**config.mk**
```make
export PLATFORM = sky130hd
export DESIGN_NAME = annexb_nal_splitter_framer
export DESIGN_NICKNAME = d
export VERILOG_FILES = /design/src/sv/anbsf_pkg.sv /design/src/sv/anbsf_front.sv /design/src/sv/anbsf_evq.sv /design/src/sv/anbsf_back.sv /design/src/sv/annexb_nal_splitter_framer.sv
export SDC_FILE = /design/constraint.sdc
export NUM_CORES = 2
export LEC_CHECK = 0
export ABC_AREA = 0
export BUFFER_PORTS_ARGS = -buffer_cell sky130_fd_sc_hd__clkbuf_2
export CORE_ASPECT_RATIO = 0.5
export CORE_MARGIN = 5
export CORE_UTILIZATION = 45
export CTS_CLUSTER_DIAMETER = 60
export DETAILED_ROUTE_END_ITERATION = 7
export GPL_TIMING_DRIVEN = 1
export PLACE_DENSITY_LB_ADDON = 0.25
export SLEW_MARGIN = 20
export SYNTH_ARGS = -nofsm -noshare
export SYNTH_HDL_FRONTEND = slang
export SYNTH_SLANG_ARGS = --single-unit
```
**constraint.sdc**
```tcl
create_clock -name clk -period 9.4 [get_ports clk]
set_input_delay 1.88 -clock clk [delete_from_list [all_inputs] [get_ports clk]]
set_output_delay 1.88 -clock clk [all_outputs]
set_load 0.01 [all_outputs]
```
**src/sv/anbsf_pkg.sv**
```systemverilog
`timescale 1ns / 1ps
// shared types and constants of the annex-b splitter and framer
package anbsf_pkg;

	// frame counter width and derived arithmetic widths
	localparam int CNT_W   = 32;
	localparam int IDX_W   = 32;
	localparam int TS_W    = 63;
	localparam int FPS_W   = 16;
	localparam int TICKS_W = 24;
	localparam int K_W     = FPS_W + TICKS_W;
	localparam int K_HALF  = K_W / 2;
	localparam int PROD_W  = CNT_W + K_W;
	localparam int DIVC_W  = $clog2(PROD_W);

	localparam logic [TICKS_W-1:0] TICKS_PER_SEC = TICKS_W'(10000000);

	// input kinds
	localparam logic KIND_BYTE  = 1'b0;
	localparam logic KIND_FLUSH = 1'b1;

	// configuration register indexes
	localparam logic CFG_FPS_NUM = 1'b0;
	localparam logic CFG_FPS_DEN = 1'b1;

	localparam logic [FPS_W-1:0] FPS_NUM_RST = FPS_W'(30);
	localparam logic [FPS_W-1:0] FPS_DEN_RST = FPS_W'(1);

	// nal unit types of interest
	localparam logic [4:0] NAL_SLICE = 5'd1;
	localparam logic [4:0] NAL_IDR   = 5'd5;
	localparam logic [4:0] NAL_SPS   = 5'd7;
	localparam logic [4:0] NAL_PPS   = 5'd8;
	localparam logic [7:0] TYPE_MASK = 8'h1f;

	localparam logic [7:0] BYTE_ZERO = 8'h00;
	localparam logic [7:0] BYTE_ONE  = 8'h01;

	// one event from the parser: maybe a payload byte, maybe the unit end
	typedef struct packed {
		logic       has_byte;
		logic [7:0] data;
		logic       last;
	} ev_t;

	// one result item
	typedef struct packed {
		logic             byte_valid;
		logic [7:0]       payload_byte;
		logic             nal_end;
		logic [4:0]       nal_kind;
		logic             is_frame;
		logic             key_frame;
		logic [IDX_W-1:0] frame_seq;
		logic [TS_W-1:0]  timestamp;
	} res_t;

	// frame rate settings handed to the framer
	typedef struct packed {
		logic [FPS_W-1:0] fps_num;
		logic [FPS_W-1:0] fps_den;
	} fps_cfg_t;

endpackage

```
**src/sv/anbsf_front.sv**
```systemverilog
`timescale 1ns / 1ps
// byte parser: start code sync, three byte hold-back, event generation
module anbsf_front import anbsf_pkg::*; (
	input  logic       clk,
	input  logic       arst_n,
	input  logic       push,
	output logic       full,
	input  logic       kind,
	input  logic [7:0] data_byte,
	output logic       ev_push,
	output ev_t        ev_data,
	input  logic       ev_full
);

	logic [7:0] held_q [3];
	logic [1:0] held_cnt_q;
	logic [1:0] zrun_q;
	logic       in_unit_q;
	logic       nonempty_q;
	ev_t        pend_q [3];
	logic [1:0] pend_cnt_q;

	logic [7:0] held_d [3];
	logic [1:0] held_cnt_d;
	logic [1:0] zrun_d;
	logic       in_unit_d;
	logic       nonempty_d;
	ev_t        ev_d [3];
	logic [1:0] ev_n;
	logic       accept;
	logic       is_start;

	// pending events drain one per cycle while the event queue is not full
	assign ev_push = (pend_cnt_q != 2'd0) && !ev_full;
	assign ev_data = pend_q[0];
	assign full    = !((pend_cnt_q == 2'd0) || ((pend_cnt_q == 2'd1) && !ev_full));
	assign accept  = push && !full;

	assign is_start = (data_byte == BYTE_ONE) &&
		(((held_cnt_q == 2'd2) && (held_q[0] == BYTE_ZERO) && (held_q[1] == BYTE_ZERO)) ||
		 ((held_cnt_q == 2'd3) && (held_q[1] == BYTE_ZERO) && (held_q[2] == BYTE_ZERO)));

	always_comb begin
		for (int i = 0; i < 3; i++) begin
			held_d[i] = held_q[i];
			ev_d[i]   = '0;
		end
		held_cnt_d = held_cnt_q;
		zrun_d     = zrun_q;
		in_unit_d  = in_unit_q;
		nonempty_d = nonempty_q;
		ev_n       = 2'd0;
		if (kind == KIND_FLUSH) begin
			if (in_unit_q) begin
				for (int i = 0; i < 3; i++) begin
					if (2'(i) < held_cnt_q) begin
						ev_d[i].has_byte = 1'b1;
						ev_d[i].data     = held_q[i];
						ev_d[i].last     = (2'(i + 1) == held_cnt_q);
					end
				end
				ev_n = held_cnt_q;
				if ((held_cnt_q == 2'd0) && nonempty_q) begin
					ev_d[0].last = 1'b1;
					ev_n         = 2'd1;
				end
			end
			held_cnt_d = 2'd0;
			nonempty_d = 1'b0;
			in_unit_d  = 1'b0;
			zrun_d     = 2'd0;
		end else if (!in_unit_q) begin
			if (data_byte == BYTE_ZERO) begin
				if (zrun_q != 2'd2) begin
					zrun_d = zrun_q + 2'd1;
				end
			end else begin
				if ((data_byte == BYTE_ONE) && (zrun_q == 2'd2)) begin
					in_unit_d  = 1'b1;
					held_cnt_d = 2'd0;
					nonempty_d = 1'b0;
				end
				zrun_d = 2'd0;
			end
		end else if (is_start) begin
			// a leading zero of a four byte code is dropped
			if ((held_cnt_q == 2'd3) && (held_q[0] != BYTE_ZERO)) begin
				ev_d[0].has_byte = 1'b1;
				ev_d[0].data     = held_q[0];
				ev_d[0].last     = 1'b1;
				ev_n             = 2'd1;
			end else if (nonempty_q) begin
				ev_d[0].last = 1'b1;
				ev_n         = 2'd1;
			end
			held_cnt_d = 2'd0;
			nonempty_d = 1'b0;
		end else if (held_cnt_q == 2'd3) begin
			ev_d[0].has_byte = 1'b1;
			ev_d[0].data     = held_q[0];
			ev_n             = 2'd1;
			nonempty_d       = 1'b1;
			held_d[0]        = held_q[1];
			held_d[1]        = held_q[2];
			held_d[2]        = data_byte;
		end else begin
			held_d[held_cnt_q] = data_byte;
			held_cnt_d         = held_cnt_q + 2'd1;
		end
	end

	always_ff @(posedge clk or negedge arst_n) begin
		if (!arst_n) begin
			for (int i = 0; i < 3; i++) begin
				held_q[i] <= BYTE_ZERO;
			end
			held_cnt_q <= 2'd0;
			zrun_q     <= 2'd0;
			in_unit_q  <= 1'b0;
			nonempty_q <= 1'b0;
			pend_cnt_q <= 2'd0;
		end else begin
			if (accept) begin
				held_q     <= held_d;
				held_cnt_q <= held_cnt_d;
				zrun_q     <= zrun_d;
				in_unit_q  <= in_unit_d;
				nonempty_q <= nonempty_d;
				pend_cnt_q <= ev_n;
			end else if (ev_push) begin
				pend_cnt_q <= pend_cnt_q - 2'd1;
			end
		end
	end

	always_ff @(posedge clk) begin
		if (accept) begin
			pend_q <= ev_d;
		end else if (ev_push) begin
			pend_q[0] <= pend_q[1];
			pend_q[1] <= pend_q[2];
		end
	end

endmodule

```
**src/sv/anbsf_evq.sv**
```systemverilog
`timescale 1ns / 1ps
// four entry event queue between parser and framer
module anbsf_evq import anbsf_pkg::*; (
	input  logic clk,
	input  logic arst_n,
	input  logic wr_en,
	input  ev_t  wr_data,
	output logic full,
	input  logic rd_en,
	output ev_t  rd_data,
	output logic empty
);

	ev_t        mem_q [4];
	logic [1:0] wr_ptr_q;
	logic [1:0] rd_ptr_q;
	logic [2:0] cnt_q;
	logic       do_wr;
	logic       do_rd;

	assign full    = (cnt_q == 3'd4);
	assign empty   = (cnt_q == 3'd0);
	assign rd_data = mem_q[rd_ptr_q];
	assign do_wr   = wr_en && !full;
	assign do_rd   = rd_en && !empty;

	always_ff @(posedge clk or negedge arst_n) begin
		if (!arst_n) begin
			wr_ptr_q <= 2'd0;
			rd_ptr_q <= 2'd0;
			cnt_q    <= 3'd0;
		end else begin
			if (do_wr) begin
				wr_ptr_q <= wr_ptr_q + 2'd1;
			end
			if (do_rd) begin
				rd_ptr_q <= rd_ptr_q + 2'd1;
			end
			case ({do_wr, do_rd})
				2'b10:   cnt_q <= cnt_q + 3'd1;
				2'b01:   cnt_q <= cnt_q - 3'd1;
				default: cnt_q <= cnt_q;
			endcase
		end
	end

	always_ff @(posedge clk) begin
		if (do_wr) begin
			mem_q[wr_ptr_q] <= wr_data;
		end
	end

endmodule

```
**src/sv/anbsf_back.sv**
```systemverilog
`timescale 1ns / 1ps
// framer: unit type tracking, frame counting, timestamp divider, result queue
module anbsf_back import anbsf_pkg::*; (
	input  logic     clk,
	input  logic     arst_n,
	input  fps_cfg_t cfg,
	input  ev_t      ev,
	input  logic     ev_empty,
	output logic     ev_pop,
	input  logic     pop,
	output logic     empty,
	output res_t     res
);

	typedef enum logic [4:0] {
		ST_IDLE   = 5'b00001,
		ST_MUL_LO = 5'b00010,
		ST_MUL_HI = 5'b00100,
		ST_DIV    = 5'b01000,
		ST_DONE   = 5'b10000
	} state_t;

	state_t              state_q;
	logic [4:0]          type_q;
	logic                nonempty_q;
	logic                have_sps_q;
	logic                have_pps_q;
	logic [CNT_W-1:0]    cnt_q;
	logic [K_W-1:0]      k_q;
	logic [PROD_W-1:0]   prod_q;
	logic [FPS_W-1:0]    rem_q;
	logic [DIVC_W-1:0]   div_cnt_q;
	res_t                hold_q;
	res_t                out_mem_q [2];
	logic                out_wr_q;
	logic                out_rd_q;
	logic [1:0]          out_cnt_q;

	logic                out_full;
	logic                out_push;
	res_t                out_data;
	logic [4:0]          type_eff;
	logic                is_frame;
	logic                is_key;
	res_t                res_new;
	logic [K_HALF-1:0]   mul_b;
	logic [CNT_W+K_HALF-1:0] mul_p;
	logic [FPS_W:0]      rem_sh;
	logic                rem_ge;
	logic [FPS_W:0]      rem_diff;
	logic [PROD_W+TS_W-1:0] quo_x;
	logic                ts_sat;
	logic [TS_W-1:0]     ts_val;
	logic                out_pop;

	assign out_full = (out_cnt_q == 2'd2);
	assign empty    = (out_cnt_q == 2'd0);
	assign res      = out_mem_q[out_rd_q];
	assign out_pop  = pop && !empty;

	assign ev_pop = (state_q == ST_IDLE) && !ev_empty && !out_full;

	// type comes from the first payload byte of the unit
	assign type_eff = (ev.has_byte && !nonempty_q) ? ev.data[4:0] : type_q;
	assign is_frame = ev.last && ((type_eff == NAL_SLICE) || (type_eff == NAL_IDR));
	assign is_key   = ev.last && (type_eff == NAL_IDR) && have_sps_q && have_pps_q;

	always_comb begin
		res_new              = '0;
		res_new.byte_valid   = ev.has_byte;
		res_new.payload_byte = ev.has_byte ? ev.data : BYTE_ZERO;
		res_new.nal_end      = ev.last;
		res_new.nal_kind     = ev.last ? type_eff : 5'd0;
		res_new.is_frame     = is_frame;
		res_new.key_frame    = is_key;
		res_new.frame_seq    = is_frame ? IDX_W'(cnt_q) : '0;
	end

	// shared multiplier over the two halves of k
	assign mul_b = (state_q == ST_MUL_LO) ? k_q[K_HALF-1:0] : k_q[K_W-1:K_HALF];
	assign mul_p = cnt_q * mul_b;

	// restoring division, one quotient bit per cycle
	assign rem_sh   = {rem_q, prod_q[PROD_W-1]};
	assign rem_ge   = (rem_sh >= {1'b0, cfg.fps_num});
	assign rem_diff = rem_sh - {1'b0, cfg.fps_num};

	assign quo_x  = {{TS_W{1'b0}}, prod_q};
	assign ts_sat = |(quo_x >> TS_W);
	assign ts_val = ts_sat ? {TS_W{1'b1}} : quo_x[TS_W-1:0];

	always_comb begin
		out_push = 1'b0;
		out_data = res_new;
		if (ev_pop && !is_frame) begin
			out_push = 1'b1;
		end else if ((state_q == ST_DONE) && !out_full) begin
			out_push = 1'b1;
			out_data = hold_q;
			out_data.timestamp = ts_val;
		end
	end

	always_ff @(posedge clk or negedge arst_n) begin
		if (!arst_n) begin
			state_q    <= ST_IDLE;
			type_q     <= 5'd0;
			nonempty_q <= 1'b0;
			have_sps_q <= 1'b0;
			have_pps_q <= 1'b0;
			cnt_q      <= '0;
			out_wr_q   <= 1'b0;
			out_rd_q   <= 1'b0;
			out_cnt_q  <= 2'd0;
		end else begin
			case (state_q)
				ST_IDLE: begin
					if (ev_pop) begin
						if (ev.has_byte && !nonempty_q) begin
							type_q     <= ev.data[4:0];
							nonempty_q <= 1'b1;
						end
						if (ev.last) begin
							nonempty_q <= 1'b0;
							if (type_eff == NAL_SPS) begin
								have_sps_q <= 1'b1;
							end
							if (type_eff == NAL_PPS) begin
								have_pps_q <= 1'b1;
							end
						end
						if (is_frame) begin
							state_q <= ST_MUL_LO;
						end
					end
				end
				ST_MUL_LO: state_q <= ST_MUL_HI;
				ST_MUL_HI: state_q <= ST_DIV;
				ST_DIV: begin
					if (div_cnt_q == DIVC_W'(0)) begin
						state_q <= ST_DONE;
					end
				end
				ST_DONE: begin
					if (!out_full) begin
						cnt_q   <= cnt_q + CNT_W'(1);
						state_q <= ST_IDLE;
					end
				end
				default: state_q <= ST_IDLE;
			endcase
			if (out_push) begin
				out_wr_q <= ~out_wr_q;
			end
			if (out_pop) begin
				out_rd_q <= ~out_rd_q;
			end
			case ({out_push, out_pop})
				2'b10:   out_cnt_q <= out_cnt_q + 2'd1;
				2'b01:   out_cnt_q <= out_cnt_q - 2'd1;
				default: out_cnt_q <= out_cnt_q;
			endcase
		end
	end

	always_ff @(posedge clk) begin
		if (ev_pop && is_frame) begin
			hold_q <= res_new;
			k_q    <= K_W'(cfg.fps_den * TICKS_PER_SEC);
		end
		case (state_q)
			ST_MUL_LO: prod_q <= PROD_W'(mul_p);
			ST_MUL_HI: begin
				prod_q    <= prod_q + (PROD_W'(mul_p) << K_HALF);
				rem_q     <= '0;
				div_cnt_q <= DIVC_W'(PROD_W - 1);
			end
			ST_DIV: begin
				prod_q    <= {prod_q[PROD_W-2:0], rem_ge};
				rem_q     <= rem_ge ? rem_diff[FPS_W-1:0] : rem_sh[FPS_W-1:0];
				div_cnt_q <= div_cnt_q - DIVC_W'(1);
			end
			default: prod_q <= prod_q;
		endcase
		if (out_push) begin
			out_mem_q[out_wr_q] <= out_data;
		end
	end

endmodule

```
**src/sv/annexb_nal_splitter_framer.sv**
```systemverilog
`timescale 1ns / 1ps
// top level of the annex-b nal splitter and framer
//
// input channel: one request per stream byte (kind 0) or end-of-stream flush
// (kind 1), taken at a clock edge with push high and full low
// result channel: the oldest result sits on the result ports while empty is
// low and is taken at a clock edge with pop high and empty low
// config channel: cfg_index 0 writes fps_num, 1 writes fps_den, taken when
// cfg_valid and cfg_ready are high; cfg_ready is always high
// throughput: one stream byte per cycle while the framer is free; a
// flush hands on up to three events, and the input stalls meanwhile
// hold-back: a payload byte leaves once three later bytes have arrived and
// passes the parser's pending slots, the event queue and a result slot
// slice end: the framer is busy with the pop, the low and high multiply
// steps, a 72-bit bit-serial divide and the write-out, and full rises
// once five further events wait
// reset: unsynchronized, nothing held, counter and sps/pps flags cleared,
// fps_num 30 and fps_den 1
// stall: when pop stays low the two result slots fill, the framer stops,
// the event queue fills and full rises; nothing is lost
module annexb_nal_splitter_framer import anbsf_pkg::*; (
	input  logic             clk,
	input  logic             arst_n,
	// input requests
	input  logic             push,
	output logic             full,
	input  logic             kind,
	input  logic [7:0]       data_byte,
	// result requests
	output logic             empty,
	input  logic             pop,
	output logic             byte_valid,
	output logic [7:0]       payload_byte,
	output logic             nal_end,
	output logic [4:0]       nal_kind,
	output logic             is_frame,
	output logic             key_frame,
	output logic [IDX_W-1:0] frame_seq,
	output logic [TS_W-1:0]  timestamp,
	// configuration writes
	input  logic             cfg_valid,
	output logic             cfg_ready,
	input  logic             cfg_index,
	input  logic [FPS_W-1:0] cfg_data
);

	fps_cfg_t cfg_q;
	ev_t      fe_ev;
	logic     fe_push;
	logic     q_full;
	ev_t      q_ev;
	logic     q_empty;
	logic     q_pop;
	res_t     res;

	// registers are always writable
	assign cfg_ready = 1'b1;

	always_ff @(posedge clk or negedge arst_n) begin
		if (!arst_n) begin
			cfg_q.fps_num <= FPS_NUM_RST;
			cfg_q.fps_den <= FPS_DEN_RST;
		end else if (cfg_valid && cfg_ready) begin
			case (cfg_index)
				CFG_FPS_NUM: cfg_q.fps_num <= cfg_data;
				CFG_FPS_DEN: cfg_q.fps_den <= cfg_data;
				default:     cfg_q <= cfg_q;
			endcase
		end
	end

	// parser: sync, hold-back, start code removal
	anbsf_front u_front (
		.clk       (clk),
		.arst_n    (arst_n),
		.push      (push),
		.full      (full),
		.kind      (kind),
		.data_byte (data_byte),
		.ev_push   (fe_push),
		.ev_data   (fe_ev),
		.ev_full   (q_full)
	);

	// decouples the byte rate from the timestamp divider
	anbsf_evq u_evq (
		.clk     (clk),
		.arst_n  (arst_n),
		.wr_en   (fe_push),
		.wr_data (fe_ev),
		.full    (q_full),
		.rd_en   (q_pop),
		.rd_data (q_ev),
		.empty   (q_empty)
	);

	// framer and result queue
	anbsf_back u_back (
		.clk      (clk),
		.arst_n   (arst_n),
		.cfg      (cfg_q),
		.ev       (q_ev),
		.ev_empty (q_empty),
		.ev_pop   (q_pop),
		.pop      (pop),
		.empty    (empty),
		.res      (res)
	);

	assign byte_valid   = res.byte_valid;
	assign payload_byte = res.payload_byte;
	assign nal_end      = res.nal_end;
	assign nal_kind     = res.nal_kind;
	assign is_frame     = res.is_frame;
	assign key_frame    = res.key_frame;
	assign frame_seq    = res.frame_seq;
	assign timestamp    = res.timestamp;

endmodule
```
======== Yosys cells after proc, flatten, opt, wreduce, memory -nomap -nowiden ========
Memories as Yosys holds them, arrays and structs flattened.
Cells that the tools add are included.
Widths: inputs -> output; s select.
storage, ports and cells
  flip-flop bits (word level) ............. 327
  RAM bits ................................ 264
  logic and storage cells ................. 250
  memories ................................ 2
memory list
  memory            depth  width  read ports  clocked after Yosys merged registers in  write ports  RTL line          text
  u_back.out_mem_q  2      112    1           0                                        1            anbsf_back.sv:34  res_t out_mem_q [2];
  u_evq.mem_q       4      10     1           0                                        1            anbsf_evq.sv:14   ev_t mem_q [4];
operators by class
  add/sub/neg operators ................... 13
  multipliers ............................. 2
  $lt $le $gt $ge ......................... 6
  equal/unequal tests ..................... 33
  mux-type cells .......................... 77
  bitwise logic cells ..................... 7
  reductions and logical operators ........ 68
operators by type and width
  operator                count
  $mux 112                2
  $pmux 72 s3             1
  $mux 20                 4
  $add 72x72->72          1
  $mux 63                 1
  $mul 32x20->52          1
  $mux 10                 5
  $mux 2                  18
  $mul 16x17->33 const B  1
  $add 32x1->32 const B   1
  $logic_not 8->1         4
  $mux 32                 1
  $pmux 16 s2             1
  $mux 30                 1
  $mux 5                  6
  $mux 9                  3
  $logic_and 1x1->1       25
  $pmux 5 s5              1
  $bwmux 24               1
  $mux 1                  24
  $mux 24                 1
  $reduce_and 4->1        6
  $ge 17x16->1            1
  $demux 8 s2             1
  44 further kinds        95

======== Depth between registers and ports, before layout ========
  depth in word-level cells ............... 11
  mapped depth ............................ 45

======== Hierarchy ========
Synthesis repeated with hierarchy kept, for this count alone.
unflattened totals
  cells, all modules ...................... 5012
  area, all modules ....................... 53659.0 µm²
modules (own cells, without submodules)
  module                      times used  cells each  area an instance (µm²)  sequential area each (µm²)
  anbsf_back                  1           4579        47314.1                 13269.0
  anbsf_front                 1           272         3190.6                  1701.6
  anbsf_evq                   1           90          1884.3                  1376.3
  annexb_nal_splitter_framer  1           71          1270.0                  807.0

======== Worst setup path before layout ========
No wires, ideal clock.
  path type ............................... reg-to-reg
  start ................................... register u_back.state_q[4]
  end ..................................... register u_back.prod_q[71] (data pin)
  library setup time ...................... 0.269 ns
  arrival time ............................ 9.203 ns
  required time ........................... 9.131 ns
  path slack .............................. -0.072 ns
  stages on the path, launching flop included .. 42
  path buffers ............................ 3
  path through ............................ dfrtp_1 > nor2_1 > nand3_1 > inv_1 > buf_1 > nand2_1 > nand2_1 > clkbuf_1 > nand2_1 > fa_1 > inv_1 > fa_1 > inv_1 > fa_1 > inv_1 > fa_1 > fa_1 > fa_1 > [6 not listed] > a211oi_2 > o211ai_2 > a21oi_1 > nand2_1 > o21bai_1 > a21oi_1 > xnor2_1 > ha_1 > clkbuf_1 > nand4_1 > or3_1 > nor3_1 > a32o_1 > a21o_1 > o221a_2 > a31oi_1 > xnor2_1 > o21ai_0
on the way
  cells in the longest elaborated chain, start to end .. 5
  elaborated cells on any way between the ends .. 7
  those cells by class .................... add/sub: 1; mul: 1; eq/ne: 3; mux: 2
ends and longest elaborated chain
  what                    RTL line                             text
  from (decl)             anbsf_back.sv:23                     state_t state_q;
  from (signal assigned)  anbsf_back.sv:106                    state_q <= ST_IDLE;
  from (signal assigned)  anbsf_back.sv:133                    state_q <= ST_MUL_LO;
  from (signal assigned)  anbsf_back.sv:137                    ST_MUL_LO: state_q <= ST_MUL_HI;
  $eq 5x2->1              anbsf_back.sv:80, anbsf_back.sv:171
  $mux 20                 anbsf_back.sv:80                     assign mul_b = (state_q == ST_MUL_LO) ? k_q[K_HALF-1:0] : k_q[K_W-1:K_HALF];
  $mul 32x20->52          anbsf_back.sv:81                     assign mul_p = cnt_q * mul_b;
  $add 72x72->72          anbsf_back.sv:174                    prod_q <= prod_q + (PROD_W'(mul_p) << K_HALF);
  $pmux 72 s3 *           anbsf_back.sv:171                    case (state_q)
  to (signal assigned)    anbsf_back.sv:172                    ST_MUL_LO: prod_q <= PROD_W'(mul_p);
  to (signal assigned)    anbsf_back.sv:174
  to (signal assigned)    anbsf_back.sv:179                    prod_q <= {prod_q[PROD_W-2:0], rem_ge};
  to (decl)               anbsf_back.sv:30                     logic [PROD_W-1:0] prod_q;
Mark *: on every way between the ends. The rest lies on a longest branch, timed or not.
A chain may end at the register's enable or synchronous reset.

======== Worst setup path after layout ========
  start ................................... register u_back.state_q[0]
  end ..................................... register u_back.prod_q[55] (data pin)
Same word-level chain as after synthesis.

==> metrics.txt <==
# TYPE chip_impl_metric gauge
chip_impl_info{name="status",value="finished with violations"} 1
chip_impl_info{name="failing_checks",value="negative setup slack"} 1
chip_impl_metric{name="cts.htree.levels",unit=""} 2
chip_impl_metric{name="detailed_place.area",unit="um2"} 58400
chip_impl_metric{name="row_count",unit=""} 89
chip_impl_metric{name="final.setup_skew",unit="ns"} 0.0559
chip_impl_metric{name="detail-route-antenna-nets",unit=""} 0
chip_impl_info{name="critical_path.endpoint_type",value="register"} 1
chip_impl_metric{name="final-setup-viol-count",unit=""} 10
chip_impl_metric{name="cp_data_arrival_time",unit="ns"} 9.92
chip_impl_metric{name="fin_worst_setup_slack",unit="ns"} -0.169
chip_impl_metric{name="clock_tree.buffer_depth",unit=""} 3
chip_impl_metric{name="p_int",unit="mW"} 8.35
chip_impl_metric{name="floorplan.initialDensity",unit="%"} 45.2
chip_impl_info{name="yosys.area.top_type",value="sky130_fd_sc_hd__edfxtp_1"} 1
chip_impl_metric{name="power.switching_fraction",unit="%"} 40.1
chip_impl_metric{name="total_area_of_multi_input_combinational_cells",unit="um2"} 33100
chip_impl_metric{name="timing.slew.headroom",unit="%"} 34.5
chip_impl_metric{name="gp_congestion",unit=""} 0.957
chip_impl_info{name="slowest_stage",value="sky130_fd_sc_hd__dfstp_2"} 1
chip_impl_info{name="synthMostInstantiatedCell",value="sky130_fd_sc_hd__inv_1"} 1
chip_impl_info{name="yosys_most_used_dff",value="sky130_fd_sc_hd__edfxtp_1"} 1
chip_impl_metric{name="yosysSeqAreaShare",unit="%"} 32.4
chip_impl_metric{name="port-buffer-count",unit=""} 144
chip_impl_metric{name="drive_above_1_share",unit="%"} 20.5
chip_impl_metric{name="boundaryPins",unit=""} 146
chip_impl_metric{name="async_flop_share",unit="%"} 20.3
chip_impl_metric{name="total_nets_after_synthesis",unit=""} 6034
chip_impl_metric{name="syn2layout_area_growth",unit="%"} 17.1
chip_impl_info{name="grt_setup_unrepaired",value="true"} 1
chip_impl_info{name="netlist_top_cells_area",value="sky130_fd_sc_hd__edfxtp_1, sky130_fd_sc_hd__fa_1, sky130_fd_sc_hd__ha_1, sky130_fd_sc_hd__inv_1, sky130_fd_sc_hd__dfrtp_1"} 1
chip_impl_metric{name="post-synth-top-area-fraction",unit="%"} 26.7
chip_impl_metric{name="cts_hold_repair.buffers",unit=""} 0
chip_impl_metric{name="insertion_delay",unit="ns"} 0.68
chip_impl_metric{name="grt-ovfl-total",unit=""} 0
chip_impl_metric{name="comb_power_share",unit="%"} 51.1
chip_impl_info{name="crit_type",value="reg2reg"} 1
chip_impl_metric{name="critical_path.max_stage_delay",unit="ns"} 0.55
chip_impl_metric{name="route.detailed.drc",unit=""} 0
chip_impl_metric{name="synth_simple_gate_area_share",unit="%"} 11.9
chip_impl_metric{name="routed_wirelength",unit="mm"} 147
chip_impl_metric{name="portion_of_netlist_area_occupied_by_mux_cells",unit="%"} 4.68
chip_impl_metric{name="synth_fa_ha_area_share",unit="%"} 32.1
chip_impl_info{name="crit_path_start_kind",value="register"} 1
chip_impl_metric{name="ir_worst_vdd",unit="uV"} 483
chip_impl_metric{name="synth.avg_cell_area",unit="um2"} 10.6
chip_impl_metric{name="synth-compound-area-share",unit="%"} 8.48
chip_impl_metric{name="grt_antenna_before_repair",unit=""} 6
chip_impl_metric{name="synth_edf_count",unit=""} 471
chip_impl_metric{name="worst_setup_hold_path_clk_slew",unit="ns"} 0.07
chip_impl_metric{name="worstMarginPinSlew",unit="ns"} 0.983
chip_impl_metric{name="maxClockFrequency",unit="GHz"} 0.105
chip_impl_metric{name="largest_net_degree_at_the_start_of_global_routing",unit=""} 113
chip_impl_info{name="path_type_of_the_worst_min_delay_path",value="reg2reg"} 1
chip_impl_metric{name="nets",unit=""} 6457
chip_impl_info{name="cts_tree",value="built"} 1
chip_impl_metric{name="netlist_instances",unit=""} 5005
chip_impl_metric{name="timing.critical_path.fanout_max",unit=""} 7
chip_impl_metric{name="synth_xor_area_share",unit="%"} 2.97
chip_impl_metric{name="die_width",unit="um"} 495
chip_impl_metric{name="global_route_wire_length_before_repair",unit="mm"} 231
chip_impl_metric{name="power.share.clock",unit="%"} 17.1
chip_impl_metric{name="dp.final_hpwl",unit="mm"} 112
chip_impl_metric{name="floorplan.die.height",unit="um"} 253
chip_impl_info{name="main_combinational_cell_family_by_area_after_synthesis",value="adder cells"} 1
chip_impl_metric{name="route.vias.total",unit=""} 38100
chip_impl_info{name="synth_common_cells",value="sky130_fd_sc_hd__inv_1, sky130_fd_sc_hd__fa_1, sky130_fd_sc_hd__nand2_1"} 1
chip_impl_metric{name="die_area",unit="um2"} 125000
chip_impl_info{name="master_cell_of_the_clock_root_buffer",value="sky130_fd_sc_hd__clkbuf_16"} 1
chip_impl_metric{name="number_of_hold_violations_in_the_final_report",unit=""} 0
chip_impl_metric{name="power_density",unit="nW/um2"} 225
chip_impl_metric{name="mappedNetlistArea",unit="um2"} 53000
chip_impl_metric{name="layout_min_cycle_time",unit="ns"} 9.57
chip_impl_metric{name="fillCellCount",unit=""} 10400
chip_impl_metric{name="final-max-slew-violation-count",unit=""} 0
chip_impl_metric{name="drt_via_density",unit=""} 5.39
chip_impl_metric{name="global_route_total_usage_across_every_layer",unit="%"} 23.4
chip_impl_metric{name="total_switching_power",unit="mW"} 5.59
chip_impl_metric{name="core_area",unit="um2"} 117000
chip_impl_metric{name="routed_wire_length_per_instance",unit="um"} 20.8
chip_impl_metric{name="register_area",unit="um2"} 17200
chip_impl_metric{name="final.hold.worst_slack",unit="ns"} 0.462
chip_impl_metric{name="synth_warnings",unit=""} 0
chip_impl_metric{name="power_leakage",unit="nW"} 29.2
chip_impl_metric{name="drv.max_cap_violation_count",unit=""} 0
chip_impl_metric{name="final.period_utilization",unit="%"} 102
chip_impl_info{name="cpMostUsedCell",value="sky130_fd_sc_hd__fa_1"} 1
chip_impl_metric{name="drt_iter0_markers",unit=""} 3057
chip_impl_metric{name="ys_ff_latch",unit=""} 591
chip_impl_metric{name="dr.pass1.iters",unit=""} 6
chip_impl_metric{name="grt_pass1_vias",unit=""} 40200
chip_impl_metric{name="cts_sinks",unit=""} 591
chip_impl_metric{name="synth_cell_types",unit=""} 84
chip_impl_metric{name="design_area",unit="um2"} 62100
chip_impl_metric{name="seq_power_share",unit="%"} 31.8
chip_impl_metric{name="cts_buffers",unit=""} 57
chip_impl_metric{name="required",unit="ns"} 9.76
## stage by stage
step / std cells / setup TNS (ns) / total power, mW / util [%] / worst slack, ns
2_1_floorplan: 5005 / 0 / 9.30 / - / 0.0378
3_3_place_gp: 6912 / -2.67 / 11.4 / 49.7 / -0.439
3_5_place_dp: 6912 / -4.71 / 11.6 / 49.7 / -0.548
4_1_cts: 7037 / -0.299 / 14.0 / 51.8 / -0.105
5_1_grt: 7068 / -5.10 / 15.1 / 52.9 / -0.450
6_report: 7070 / -0.945 / 13.9 / 52.9 / -0.169
## critical path: cells and delay by family (launching register included)
family	cells	cell delay, ns
flops	1	0.55
compound gates	11	2.00
simple gates	10	1.47
xor+xnor	2	0.38
buf+inv	8	0.70
fa+ha+maj	9	4.13
## final timing paths
kind	to	slack, ns	start	depth (start not counted)
max	u_back.prod_q[55]$_SDFFCE_PP0P_	-0.17	u_back.state_q[0]$_DFFE_PN1P_	40
min	u_back.have_sps_q$_DFFE_PN0P_	0.46	u_back.have_sps_q$_DFFE_PN0P_	1
max reg2reg	u_back.prod_q[55]$_SDFFCE_PP0P_	-0.17	u_back.state_q[0]$_DFFE_PN1P_	40
min reg2reg	u_back.have_sps_q$_DFFE_PN0P_	0.46	u_back.have_sps_q$_DFFE_PN0P_	1
max in group asynchronous	u_back.cnt_q[0]$_DFFE_PN0P_	6.67	arst_n	2
min in group asynchronous	u_front.held_q[7]$_DFFE_PN0P_	1.29	arst_n	1
## cell usage in the layout, fill, tap and decap left out, types with 40 or more instances in the layout
cell type                   instances
sky130_fd_sc_hd__a21o_1            85
sky130_fd_sc_hd__a21oi_1          143
sky130_fd_sc_hd__and2_1           224
sky130_fd_sc_hd__and3_1           144
sky130_fd_sc_hd__buf_4            428
sky130_fd_sc_hd__clkbuf_16         67
sky130_fd_sc_hd__clkbuf_2         143
sky130_fd_sc_hd__dfrtp_1          113
sky130_fd_sc_hd__edfxtp_1         471
sky130_fd_sc_hd__fa_1             596
sky130_fd_sc_hd__ha_1             373
sky130_fd_sc_hd__inv_1            768
sky130_fd_sc_hd__mux2_2           182
sky130_fd_sc_hd__nand2_1          549
sky130_fd_sc_hd__nand3_1           40
sky130_fd_sc_hd__nor2_1           146
sky130_fd_sc_hd__o21a_1            70
sky130_fd_sc_hd__o21ai_0          111
sky130_fd_sc_hd__xnor2_1          106
sky130_fd_sc_hd__xor2_1            56
## final cells by class
type | count | area share [%]
multi-input combinational | 3374 | 53.3
sequential | 591 | 27.6
timing repair buffer | 624 | 8.00
inverter | 780 | 4.73
tap | 1592 | 3.21
clock buffer | 74 | 2.55
clock inverter | 33 | 0.579
antenna | 2 | 0.00807
## state kept, by name, indices dropped and copies added, names as in the netlist, 2 cells and up
register	cells
u_back.k_q	33
u_back.cnt_q	32
u_back.div_cnt_q	7
u_evq.mem_q	40
u_back.type_q	5
cfg_q	32
u_evq.cnt_q	3
u_back.hold_q	49
u_back.rem_q	16
u_back.state_q	5
u_back.prod_q	72
u_evq.wr_ptr_q	2
u_front.held_cnt_q	2
u_evq.rd_ptr_q	2
u_back.out_mem_q	224
u_front.zrun_q	2
u_front.pend_q	20
u_back.out_cnt_q	2
u_front.held_q	24
u_front.pend_cnt_q	2
u_front.ev_data	10
## power by group through the flow
stage	sequential, mW	clock, mW	combinational, mW
floorplan	4.44	0	4.86
global placement	4.45	0	6.93
detailed placement	4.49	0	7.08
CTS	4.44	2.45	7.15
global route	4.51	2.57	7.97
finish	4.43	2.39	7.12
## repair_timing
item	in CTS	in global routing
setup endpoints to repair	19	30
setup buffers	18	23
gates resized for setup	82	166
pin swaps	58	53
gates cloned	0	8
endpoints found under the hold margin	0	0
## kinds of logic (layout without fill, tap and decap cells)
logic type	Yosys count	in the layout
simple gates	1307	1307
buf+inv	1040	1511
fa+ha+maj	998	998
compound gates	674	674
flops	591	591
mux	214	214
xor+xnor	180	180
other cells	1	3
## layer usage
metal | global-route usage, % | wire length [um] | up-vias
met4 | 4.71 | 2950 | 0
met1 | 33.6 | 65700 | 19300
met5 | 0 | 0 | -
li1 | - | - | 17300
met2 | 37.1 | 66500 | 1238
met3 | 4.63 | 11600 | 194
(Power assumes the default switching activity.)
